==> src/sv/wocnt_pkg.sv <==
// Shared types and constants for the window occupancy counter.
// Used by wocnt_ctrl, wocnt_datapath and window_occupancy_count.
`default_nettype none

package wocnt_pkg;

  localparam int FUNC_W   = 2;
  localparam int POS_W    = 6;
  localparam int CFG_W    = 7;
  localparam int RADCFG_W = 3;
  localparam int IDX_W    = 2;
  localparam int CNT_W    = 8;

  localparam logic [FUNC_W-1:0] FUNC_SET  = 2'd0;
  localparam logic [FUNC_W-1:0] FUNC_CLR  = 2'd1;
  localparam logic [FUNC_W-1:0] FUNC_CNT  = 2'd2;
  localparam logic [FUNC_W-1:0] FUNC_NONE = 2'd3;

  localparam logic [IDX_W-1:0] REG_WIDTH  = 2'd0;
  localparam logic [IDX_W-1:0] REG_HEIGHT = 2'd1;
  localparam logic [IDX_W-1:0] REG_RADIUS = 2'd2;

  localparam logic [CFG_W-1:0]    SIDE_RST   = 7'd64;
  localparam logic [RADCFG_W-1:0] RADIUS_RST = 3'd0;
  localparam logic [CNT_W-1:0]    CNT_MAX    = '1;

  typedef struct packed {
    logic load;
    logic cnt_rd;
    logic wr_rd;
    logic wr_wb;
    logic out_load;
    logic out_bad;
  } ctl_cmd_t;

  typedef struct packed {
    logic in_grid;
    logic last_row;
  } ctl_sts_t;

endpackage

`default_nettype wire

==> src/sv/wocnt_ctrl.sv <==
// Sequencer for the window occupancy counter: item decode, row sweep, drain.
// Depends on wocnt_pkg for command/status structs and function codes.
`default_nettype none

module wocnt_ctrl (
  input  wire logic                           clk,
  input  wire logic                           rst_n,
  input  wire logic                           start,
  input  wire logic [wocnt_pkg::FUNC_W-1:0]   in_func,
  input  wire wocnt_pkg::ctl_sts_t            sts,
  output wocnt_pkg::ctl_cmd_t                 cmd,
  output logic                                busy,
  output logic                                out_valid
);
  import wocnt_pkg::*;

  localparam logic [2:0] ST_IDLE   = 3'd0;
  localparam logic [2:0] ST_WR_RD  = 3'd1;
  localparam logic [2:0] ST_WR_WB  = 3'd2;
  localparam logic [2:0] ST_CNT_RD = 3'd3;
  localparam logic [2:0] ST_DRAIN1 = 3'd4;
  localparam logic [2:0] ST_DRAIN2 = 3'd5;
  localparam logic [2:0] ST_FIN    = 3'd6;

  logic [2:0] state_r, state_nxt;
  logic       out_valid_r, out_valid_nxt;
  logic       accept;

  assign busy   = (state_r != ST_IDLE);
  assign accept = start && !busy;

  always_comb begin
    state_nxt = state_r;
    cmd       = '0;
    unique case (state_r)
      ST_IDLE: begin
        if (accept) begin
          cmd.load = 1'b1;
          unique case (in_func)
            FUNC_NONE: ;
            FUNC_CNT: begin
              if (!sts.in_grid) begin
                cmd.out_load = 1'b1;
                cmd.out_bad  = 1'b1;
              end else begin
                state_nxt = ST_CNT_RD;
              end
            end
            FUNC_SET, FUNC_CLR: begin
              if (!sts.in_grid) begin
                cmd.out_load = 1'b1;
                cmd.out_bad  = 1'b1;
              end else begin
                state_nxt = ST_WR_RD;
              end
            end
            default: ;
          endcase
        end
      end
      ST_WR_RD: begin
        cmd.wr_rd = 1'b1;
        state_nxt = ST_WR_WB;
      end
      ST_WR_WB: begin
        cmd.wr_wb = 1'b1;
        state_nxt = ST_IDLE;
      end
      ST_CNT_RD: begin
        cmd.cnt_rd = 1'b1;
        if (sts.last_row) begin
          state_nxt = ST_DRAIN1;
        end
      end
      ST_DRAIN1: state_nxt = ST_DRAIN2;
      ST_DRAIN2: state_nxt = ST_FIN;
      ST_FIN: begin
        cmd.out_load = 1'b1;
        state_nxt    = ST_IDLE;
      end
      default: state_nxt = ST_IDLE;
    endcase
  end

  assign out_valid_nxt = cmd.out_load;
  assign out_valid     = out_valid_r;

  always_ff @(posedge clk) begin
    if (!rst_n) begin
      state_r     <= ST_IDLE;
      out_valid_r <= 1'b0;
    end else begin
      state_r     <= state_nxt;
      out_valid_r <= out_valid_nxt;
    end
  end

endmodule

`default_nettype wire

==> config.mk <==
export PLATFORM = sky130hd
export DESIGN_NAME = wocnt_ctrl
export DESIGN_NICKNAME = d
export VERILOG_FILES = /design/src/sv/wocnt_pkg.sv /design/src/sv/wocnt_ctrl.sv
export SDC_FILE = /design/constraint.sdc
export NUM_CORES = 1
export LEC_CHECK = 0
export BUFFER_PORTS_ARGS = -buffer_cell sky130_fd_sc_hd__buf_2
export CORE_AREA = 2 2 39 41
export CTS_CLUSTER_DIAMETER = 100
export DETAILED_ROUTE_END_ITERATION = 8
export DIE_AREA = 0 0 41 43
export PLACE_DENSITY = 0.52
export SKIP_LAST_GASP = 1
export SYNTH_ARGS = -nofsm -noshare
export SYNTH_HDL_FRONTEND = slang
export SYNTH_SLANG_ARGS = --single-unit
==> constraint.sdc <==
create_clock -name clk -period 1.1 [get_ports clk]
set_input_delay 0.055 -clock clk [delete_from_list [all_inputs] [get_ports clk]]
set_output_delay 0.055 -clock clk [all_outputs]
set_load 0.005 [all_outputs]
Yosys cells after proc, flatten, opt, wreduce, memory -nomap -nowiden. Index checks and enable logic that the tools add are counted.

Word-level logic and storage cells: 39. Input port bits: 7. ROM bits: 0. Output and inout port bits: 8. Bits in latches: 0. RAM bits: 0. Bits in registers: 4. Memories: 0.

Multiplexer cells: 16. $mul: 0. Reduce and logical (&&, ||, !) cells: 8. Div/mod/pow operators: 0. Eq/ne operators: 13. Add/sub/neg operators: 0. Bitwise operators: 0. Order comparisons: 0. Shift-type cells: 0.

Operator list (count): case mux 3 bit (5 select lines) (1); 2-to-1 mux 3 bit (4); == test 3 bit (second input constant) (3); == test 3 x 2 -> 1 bit (second input constant) (2); 2-to-1 mux 1 bit (6); 2-to-1 mux 2 bit (3); inequality test 3 bit (second input constant) (2); case mux 3 bit (2 select lines) (1); AND reduction 5 bit (1); inequality test 2 bit (second input constant) (2); == test 3 x 1 -> 1 bit (second input constant) (1); zero test 3 bit (1); inequality test 3 x 1 -> 1 bit (second input constant) (1); nonzero test 3 bit (1); OR reduction 3 bit (1); == test 2 x 1 -> 1 bit (second input constant) (1); == test 2 bit (second input constant) (1); zero test 2 bit (1); case mux 1 bit (2 select lines) (1); OR reduction 2 bit (1); logical AND 1 bit (1); zero test 1 bit (1).

Depth between registers and ports, before layout. Gate-level depths: netlist of the first run.

Depth after elaboration: 5. Depth in mapped cells: 5. Gate-level depth less buffers: 3.

Worst setup path after synthesis of the first run. Ideal clock, no wire load.

Path kind: reg-to-output. Start: reg state_r[2]. End: out cmd[0] in the netlist's numbering. Stages on the path, launching flop included: 4. Buffers on the path: 1. Path slack: 0.014 ns. Required time: 1.045 ns. Arrival time: 1.031 ns. Cell sequence: dfxtp_1 buf_6 or3_4 nor4b_4.

RTL lines: from (decl) (line wocnt_ctrl.sv:25) `logic [2:0] state_r, state_nxt;`; from (signal assigned) (line wocnt_ctrl.sv:93) `state_r <= state_nxt;`; to (decl) (line wocnt_ctrl.sv:11) `output wocnt_pkg::ctl_cmd_t cmd,`.

==> results.sh, run 1 <==
export IMPL_status="finished, violations left"
export IMPL_violations="setup timing"
export IMPL_regToRegStartpoint="state_r[1]"
export IMPL_seqPwrFrac_pct=35.4
export IMPL_period_needed_ps=1340
export IMPL_utilization_pct=33.5
export IMPL_cts_path_max_buffers=2
export IMPL_skew_ps=4.16
export IMPL_nets=64
export IMPL_synthToLayoutAreaGrowth_pct=62.3
export IMPL_die_w_um=41
export IMPL_post_route_drc_count=0
export IMPL_ant_nets=0
export IMPL_wl_um=726
export IMPL_clock_sinks=4
export IMPL_crit_type="reg -> out"
export IMPL_viasPerCell=4.38
export IMPL_finalSetupViolCount=7
export IMPL_synth_top_area_share_pct=28.1
export IMPL_syn_avg_cell_area_um2=8.39
export IMPL_grt_overflow=0
export IMPL_pwr_share_clk_pct=42.3
export IMPL_pre_cts_slack_ps=9.50
export IMPL_drive_gt1_share_pct=61.8
export IMPL_place_congestion=0.733
export IMPL_drtIter0Drc=4
export IMPL_worstPathArrival_ps=1280
export IMPL_syn_inst=34
export IMPL_relSlewSlack_pct=88.5
export IMPL_ys_types=23
export IMPL_finalNonFillerCells=71
export IMPL_htreeDepth=1
export IMPL_portBuffers=14
export IMPL_required_ps=1040
export IMPL_worst_pin_slew_ps=172
export IMPL_hold_depth=3
export IMPL_rsz0062_at_grt="true"
export IMPL_switching_share_pct=24.7
export IMPL_p_leak_nw=0.230
export IMPL_finalCritPeriodShare_pct=122
export IMPL_num_vias=311
export IMPL_dp_hpwl_um=519
export IMPL_grt_antenna_before_repair=0
export IMPL_initial_utilization_pct=20.6
export IMPL_maxSlewViolCount=0
export IMPL_hold_end="state_r[0]"
export IMPL_die_y_um=43
export IMPL_fin_total_pwr_w=0.000431
export IMPL_layout_commonest_cell="buf_2"
export IMPL_finalHoldViolations=0
export IMPL_clockRootBuffer="clkbuf_4"
export IMPL_wire_per_inst_um=10.2
export IMPL_synth_top_cells_by_area="dfxtp_1 (28%), nor4b_4 (8.3%), nor2_1 (5.3%)"
export IMPL_path_cells="or3_4, nor4b_4, buf_2"
export IMPL_synth_seq_area_share_pct=28.1
export IMPL_critical_path_endpoint_type="output port"
export IMPL_placed_cells=66
export IMPL_final_cell_mix="buf_2 (14), buf_4 (5), nand2_1 (3), nor2_1 (3), clkbuf_4 (3)"
export IMPL_pwr_share_comb_pct=22.3
export IMPL_dr_pass1_iters=2
export IMPL_powerDensity_mw_per_mm2=932
export IMPL_cp_num_buf_inv=1
export IMPL_min_path_type="in -> reg"
export IMPL_switchingPower_w=0.000107
export IMPL_grt_usage_pct=9.53
export IMPL_synth_fp_nets=41
export IMPL_clk_latency_ps=230
export IMPL_coreArea_mm2=0.00138
export IMPL_fmax_mhz=747
export IMPL_yosysTopAreaCell="dfxtp_1"
export IMPL_worstRegToRegCells=5
export IMPL_maxCapViolations=0
export IMPL_peakVddDrop_mv=0.388
export IMPL_ios=15
export IMPL_cts_inserted_buffers=3
export IMPL_cp_slowest_cell="or3_4"
export IMPL_critPathTopFamily="simple AND/OR/NAND/NOR gates"
export IMPL_final_setup_worst_slack_ps=-239
export IMPL_grt_pass1_wl_mm=1.08
export IMPL_worst_r2r_endpoint="out_valid"
export IMPL_hold_start="rst_n"
export IMPL_first_global_vias=258
export IMPL_crit_fanout=2
export IMPL_die_area_mm2=0.00176
export IMPL_rrSetupSlack_ps=50
export IMPL_cts_tree="done"
export IMPL_rows=14
export IMPL_grt_max_degree=9
export IMPL_cpPeakStageDelay_ps=390
export IMPL_start_kind="flip-flop"
export IMPL_syn_area_um2=285
export IMPL_ys_seq_elements=4
export IMPL_internal_power_w=0.000325
export IMPL_yosysWarnings=0
export IMPL_clk_pin_slew_worst_paths_ps=40
export IMPL_n_antenna_cell=0
## worst min-delay path: cells and delay by family
kind	cells	cell delay, ps
buffers and inverters	1	130
and+or+nand+nor	1	60
AOI/OAI and AO/OA	1	50
## state kept, by name, indices dropped and copies added, names as in the netlist
name / count
out_valid: 1
state_r: 3
## layer usage
metal | vias up | share of wire (%) | track usage (%)
met3 | 0 | 13 | 8.38
met2 | 14 | 45 | 11.6
met5 | - | 0 | 0
met4 | 0 | 0 | 2.00
met1 | 139 | 42 | 12.5
li1 | 158 | - | -
## timing repair
item,CTS,global route
endpoints found under the setup margin,5,8
pin swaps,2,1
setup buffers,2,0
resized for setup,7,3
hold endpoints to repair,0,0
hold buffers,0,0
## power groups by stage
stage | registers (W) | logic, W | clock network (W)
4_1_cts | 0.000152 | 0.0000935 | 0.000190
5_1_grt | 0.000153 | 0.000104 | 0.000197
3_5_place_dp | 0.000155 | 0.0000838 | 0
6_report | 0.000153 | 0.0000960 | 0.000183
2_1_floorplan | 0.000155 | 0.0000418 | 0
3_3_place_gp | 0.000155 | 0.0000833 | 0
## area by class of cell
cell class,count,area (µm²)
clock buffer,3,22.5
timing repair buffer,21,130
tap,16,20.0
fill,149,921
sequential,4,82.6
multi-input combinational,25,200
inverter,2,7.51
## how the worst max path moves through the flow
stage                           from     end  cells past startpoint
after global routing      state_r[1]  cmd[0]                      3
final                     state_r[1]  cmd[0]                      3
after CTS                 state_r[1]  cmd[0]                      3
after detailed placement  state_r[1]  cmd[0]                      3
after floorplan           state_r[2]  cmd[0]                      3
after global placement    state_r[1]  cmd[0]                      3
## cell families (layout without fill, tap and decap cells)
| logic type | count (synthesis) | in the layout | synth area share (%) |
|---|---|---|---|
| flip-flops | 4 | 4 | 28.1 |
| buffers and inverters | 5 | 26 | 11.0 |
| AO/OA/AOI/OAI | 5 | 5 | 11.4 |
| multiplexers | 1 | 1 | 3.51 |
| AND/OR/NAND/NOR | 19 | 19 | 46.1 |
## cell usage after synthesis
library cell and n:
and3b_2 1, nor2b_1 1, nor4b_4 1, nand4_1 1
buf_6 1, a41oi_1 1, mux2i_1 1, nor2_1 4
o21ai_0 1, nand3b_1 1, buf_2 1, a31oi_1 1
and2_1 2, nor3b_1 2, nand3_1 1, inv_1 2
nand2_1 3, or3_4 1, o21ai_1 1, a21boi_1 1
and2_2 1, dfxtp_1 4, buf_4 1
## per-stage QoR
| stage | hold WS (ps) | setup TNS (ps) | area, µm² |
|---|---|---|---|
| floorplan | 133 | 0 | 285 |
| global placement | 339 | 0 | 389 |
| detailed placement | 339 | 0 | 389 |
| CTS | 94.8 | -980 | 449 |
| global route | 99.7 | -1160 | 463 |
| finish | 99.4 | -879 | 463 |
Power figures use the tool's default switching activity.
==> run 2, diff against run 1 <==
--- a/config.mk
+++ b/config.mk
@@ -6,11 +6,13 @@
 export NUM_CORES = 1
 export LEC_CHECK = 0
 export BUFFER_PORTS_ARGS = -buffer_cell sky130_fd_sc_hd__buf_2
+export CELL_PAD_IN_SITES_DETAIL_PLACEMENT = 0
+export CELL_PAD_IN_SITES_GLOBAL_PLACEMENT = 1
 export CORE_AREA = 2 2 39 41
 export CTS_CLUSTER_DIAMETER = 100
 export DETAILED_ROUTE_END_ITERATION = 8
 export DIE_AREA = 0 0 41 43
-export PLACE_DENSITY = 0.52
+export PLACE_DENSITY = 0.66
 export SKIP_LAST_GASP = 1
 export SYNTH_ARGS = -nofsm -noshare
 export SYNTH_HDL_FRONTEND = slang
==> results.sh, run 2 (synthesis results as in run 1) <==
export IMPL_ant_nets=0
export IMPL_status="finished, violations left"
export IMPL_skew_ps=3.76
export IMPL_worstPathArrival_ps=1300
export IMPL_critical_path_endpoint_type="output port"
export IMPL_finalCritPeriodShare_pct=123
export IMPL_crit_fanout=2
export IMPL_die_w_um=41
export IMPL_wl_um=769
export IMPL_finalHoldViolations=0
export IMPL_coreArea_mm2=0.00138
export IMPL_required_ps=1040
export IMPL_grt_overflow=0
export IMPL_grt_usage_pct=10.5
export IMPL_n_antenna_cell=0
export IMPL_p_leak_nw=0.219
export IMPL_num_vias=307
export IMPL_clock_sinks=4
export IMPL_post_cts_buffers=0
export IMPL_final_cell_mix="buf_2 (14), buf_4 (6)"
export IMPL_fill_cells=157
export IMPL_synthToLayoutAreaGrowth_pct=53.5
export IMPL_dp_hpwl_um=541
export IMPL_nets=63
export IMPL_die_y_um=43
export IMPL_violations="setup timing"
export IMPL_grt_pass1_wl_mm=1.21
export IMPL_ios=15
export IMPL_die_area_mm2=0.00176
export IMPL_dr_pass1_iters=2
export IMPL_powerDensity_mw_per_mm2=993
export IMPL_final_setup_worst_slack_ps=-258
export IMPL_grt_max_degree=9
export IMPL_cts_tree="done"
export IMPL_crit_type="reg -> out"
export IMPL_start_kind="flip-flop"
export IMPL_first_global_vias=277
export IMPL_pre_cts_slack_ps=-3.89
export IMPL_maxCapViolations=0
export IMPL_rows=14
export IMPL_maxSlewViolCount=0
export IMPL_fmax_mhz=736
export IMPL_fin_tns_setup_ps=-1050
export IMPL_relSlewSlack_pct=87.1
export IMPL_portBuffers=14
export IMPL_drive_gt1_share_pct=61.1
export IMPL_peakVddDrop_mv=0.355
export IMPL_initial_utilization_pct=20.6
export IMPL_place_congestion=0.724
export IMPL_clockRootBuffer="clkbuf_4"
export IMPL_min_path_type="in -> reg"
export IMPL_cts_hold_buf=0
export IMPL_largest_register_ffs=3
export IMPL_htreeDepth=1
export IMPL_worst_pin_slew_ps=194
export IMPL_regMostFlops="state_r"
export IMPL_drtIter0Drc=3
export IMPL_rsz0062_at_grt="true"
export IMPL_viasPerCell=4.39
export IMPL_wire_per_inst_um=11.0
export IMPL_post_route_drc_count=0
export IMPL_grt_antenna_before_repair=0
export IMPL_period_needed_ps=1360
export IMPL_cts_inserted_buffers=3
export IMPL_cts_path_max_buffers=2
export IMPL_clk_pin_slew_worst_paths_ps=40
export IMPL_layout_commonest_cell="buf_2"
export IMPL_finalSetupViolCount=6
export IMPL_clk_latency_ps=240
==> run 2: cell count changes in the layout (fill, tap and decap cells not counted), sizes merged <==
cell  delta
buf      -1
==> run 2: path summary, 6_finish.rpt <==
check	from	endpoint	slack (ps)	depth (start not counted)
max	state_r[0]	cmd[0]	-260	3
min	rst_n	state_r[0]	80	3
max reg2reg	state_r[2]	state_r[1]	30	5
min reg2reg	state_r[0]	out_valid	570	2
==> run 2: power by group <==
part / leakage [nW] / internal, W / switching [W] / total (W)
Sequential: 0.0339 / 0.000151 / 0.00000261 / 0.000153
Combinational: 0.171 / 0.0000468 / 0.0000407 / 0.0000875
Clock: 0.0138 / 0.000123 / 0.0000714 / 0.000194
==> run 2: per-stage QoR <==
| stage | instances | util, % | hold WS (ps) | area [µm²] | power [W] |
|---|---|---|---|---|---|
| floorplan | 34 | - | 133 | 285 | 0.000197 |
| global placement | 67 | 28.7 | 339 | 397 | 0.000238 |
| detailed placement | 67 | 28.7 | 330 | 397 | 0.000238 |
| CTS | 70 | 31.1 | 75.2 | 430 | 0.000440 |
| global route | 70 | 31.6 | 101 | 438 | 0.000466 |
| finish | 70 | 31.6 | 82.7 | 438 | 0.000435 |
==> run 2: per-layer routing <==
metal | global-route usage [%] | vias to the layer above | routed length [µm]
met1 | 13.8 | 134 | 342
met4 | 4.00 | 0 | 12
met2 | 13.4 | 14 | 345
met3 | 6.81 | 2 | 68
met5 | 0 | - | 0
li1 | - | 157 | -
==> run 2: final cells by class <==
type	instances	area, µm²	share of cell area, %
flip-flops and latches	4	83.8	19.1
multi-input cells	25	189	43.1
clock buffers	3	22.5	5.14
well taps	16	20.0	4.57
inverters	2	7.51	1.71
repair buffers	20	115	26.3
==> run 2: worst max-delay path, stage by stage (launching register included) <==
cell and delay, ps:
dfxtp_2 310, or3_4 400, nor4b_4 200, buf_2 140
==> run 2: repair_timing <==
item	CTS	global route
hold endpoints to repair	0	0
resized for setup	4	2
endpoints found under the setup margin	7	9
pin swaps	1	0
==> run 3, diff against run 2 <==
--- a/config.mk
+++ b/config.mk
@@ -13,7 +13,9 @@
 export DETAILED_ROUTE_END_ITERATION = 8
 export DIE_AREA = 0 0 41 43
 export PLACE_DENSITY = 0.66
+export SKIP_CTS_REPAIR_TIMING = 1
 export SKIP_LAST_GASP = 1
 export SYNTH_ARGS = -nofsm -noshare
 export SYNTH_HDL_FRONTEND = slang
 export SYNTH_SLANG_ARGS = --single-unit
+export TNS_END_PERCENT = 30
==> results.sh, run 3 (synthesis results as in run 1) <==
export IMPL_critical_path_endpoint_type="output port"
export IMPL_min_path_type="in -> reg"
export IMPL_peakVddDrop_mv=0.353
export IMPL_clk_latency_ps=240
export IMPL_ios=15
export IMPL_grt_max_degree=9
export IMPL_cpPeakStageDelay_ps=400
export IMPL_finalSetupViolCount=6
export IMPL_violations="setup timing"
export IMPL_initial_utilization_pct=20.6
export IMPL_rows=14
export IMPL_crit_type="reg -> out"
export IMPL_finalHoldViolations=0
export IMPL_die_area_mm2=0.00176
export IMPL_cp_slowest_cell="or3_4"
export IMPL_powerDensity_mw_per_mm2=1000
export IMPL_cts_tree="done"
export IMPL_cp_num_buf_inv=1
export IMPL_post_route_drc_count=0
export IMPL_worst_pin_slew_ps=193
export IMPL_grtUsageMet1_pct=13.8
export IMPL_critPathTopFamily="simple AND/OR/NAND/NOR gates"
export IMPL_n_antenna_cell=0
export IMPL_worst_r2r_endpoint="state_r[1]"
export IMPL_fill_cells=155
export IMPL_crit_start="state_r[0]"
export IMPL_layout_commonest_cell="buf_2"
export IMPL_fmax_mhz=738
export IMPL_maxCapViolations=0
export IMPL_first_global_vias=267
export IMPL_viasPerCell=4.33
export IMPL_regMostFlops="state_r"
export IMPL_die_y_um=43
export IMPL_start_kind="flip-flop"
export IMPL_maxSlewViolCount=0
export IMPL_die_w_um=41
export IMPL_num_vias=303
export IMPL_skew_ps=3.83
export IMPL_drtIter0Drc=3
export IMPL_finalCritPeriodShare_pct=123
export IMPL_wire_per_inst_um=10.2
export IMPL_clock_sinks=4
export IMPL_worstPathArrival_ps=1300
export IMPL_grt_antenna_before_repair=0
export IMPL_ant_nets=0
export IMPL_required_ps=1040
export IMPL_largest_register_ffs=3
export IMPL_fin_total_pwr_w=0.000431
export IMPL_grt_util_met3_pct=6.81
export IMPL_drive_gt1_share_pct=55.6
export IMPL_cts_inserted_buffers=3
export IMPL_rsz0062_at_grt="true"
export IMPL_portBuffers=14
export IMPL_rrSetupSlack_ps=30
export IMPL_status="finished, violations left"
export IMPL_period_needed_ps=1360
export IMPL_grt_pass1_wl_mm=1.15
export IMPL_crit_fanout=2
export IMPL_worst_path_stages=3
export IMPL_busiest_layer="met1"
export IMPL_dp_hpwl_um=541
export IMPL_worstRegToRegCells=5
export IMPL_htreeDepth=1
export IMPL_regToRegStartpoint="state_r[2]"
export IMPL_grt_usage_pct=9.93
export IMPL_place_congestion=0.724
export IMPL_clockRootBuffer="clkbuf_4"
export IMPL_cts_path_max_buffers=2
export IMPL_p_leak_nw=0.214
export IMPL_synthToLayoutAreaGrowth_pct=50.4
export IMPL_crit_end="cmd[0]"
export IMPL_dr_pass1_iters=2
export IMPL_grt_overflow=0
export IMPL_utilization_pct=31.0
export IMPL_relSlewSlack_pct=87.1
export IMPL_final_setup_worst_slack_ps=-255
export IMPL_coreArea_mm2=0.00138
export IMPL_nets=63
export IMPL_clk_pin_slew_worst_paths_ps=40
export IMPL_final_cell_mix="buf_2 (14), buf_4 (6), nor2_1 (4)"
export IMPL_wl_um=716
export IMPL_path_cells="or3_4, nor4b_4, buf_2"
export IMPL_grt_use_met2_pct=11.6
## run 3: routing by layer
layer | wire, µm | share of wire [%] | vias up
met4 | 12 | 1.7 | 0
met3 | 68 | 9.5 | 2
li1 | - | - | 158
met2 | 302 | 42 | 14
met5 | 0 | 0 | -
met1 | 333 | 47 | 129
## run 3: area by class of cell
| type | instances | area [µm²] | area share (%) |
|---|---|---|---|
| clock buffer | 3 | 22.5 | 5.25 |
| inverter | 2 | 7.51 | 1.75 |
| multi-input combinational | 25 | 181 | 42.3 |
| sequential | 4 | 82.6 | 19.2 |
| tap | 16 | 20.0 | 4.66 |
| timing repair buffer | 20 | 115 | 26.8 |
## run 3: report_power, final
group          switching [W]  internal [W]   total, W  leakage (nW)
Combinational      0.0000392     0.0000459  0.0000850         0.167
Clock              0.0000702      0.000123   0.000193        0.0138
Sequential        0.00000245      0.000151   0.000153        0.0334
## run 3: metrics by stage
step	hold slack (ps)	cells	instance area, µm²	TNS, ps	setup WS [ps]
5_1_grt	101	70	429	-1590	-306
6_report	83.8	70	429	-1030	-255
2_1_floorplan	133	34	285	0	14.3
4_1_cts	82.5	70	419	-1110	-270
3_5_place_dp	330	67	397	-3.89	-3.89
3_3_place_gp	339	67	397	0	4.62
## run 3: worst min-delay path by stage
stage           start          to  slack, ps  cells after the start
6_report        rst_n  state_r[0]         80                      3
5_1_grt         rst_n  state_r[0]        100                      3
4_1_cts         rst_n  state_r[0]         80                      3
3_5_place_dp    rst_n  state_r[2]        330                      2
3_3_place_gp    rst_n  state_r[0]        340                      3
2_1_floorplan  sts[1]      cmd[0]        130                      1
## run 3: worst min-delay path, delay by kind of cell
kind                   cells  cell delay [ps]
AND/OR/NAND/NOR            1               60
buffers and inverters      1              120
AO/OA/AOI/OAI              1               50
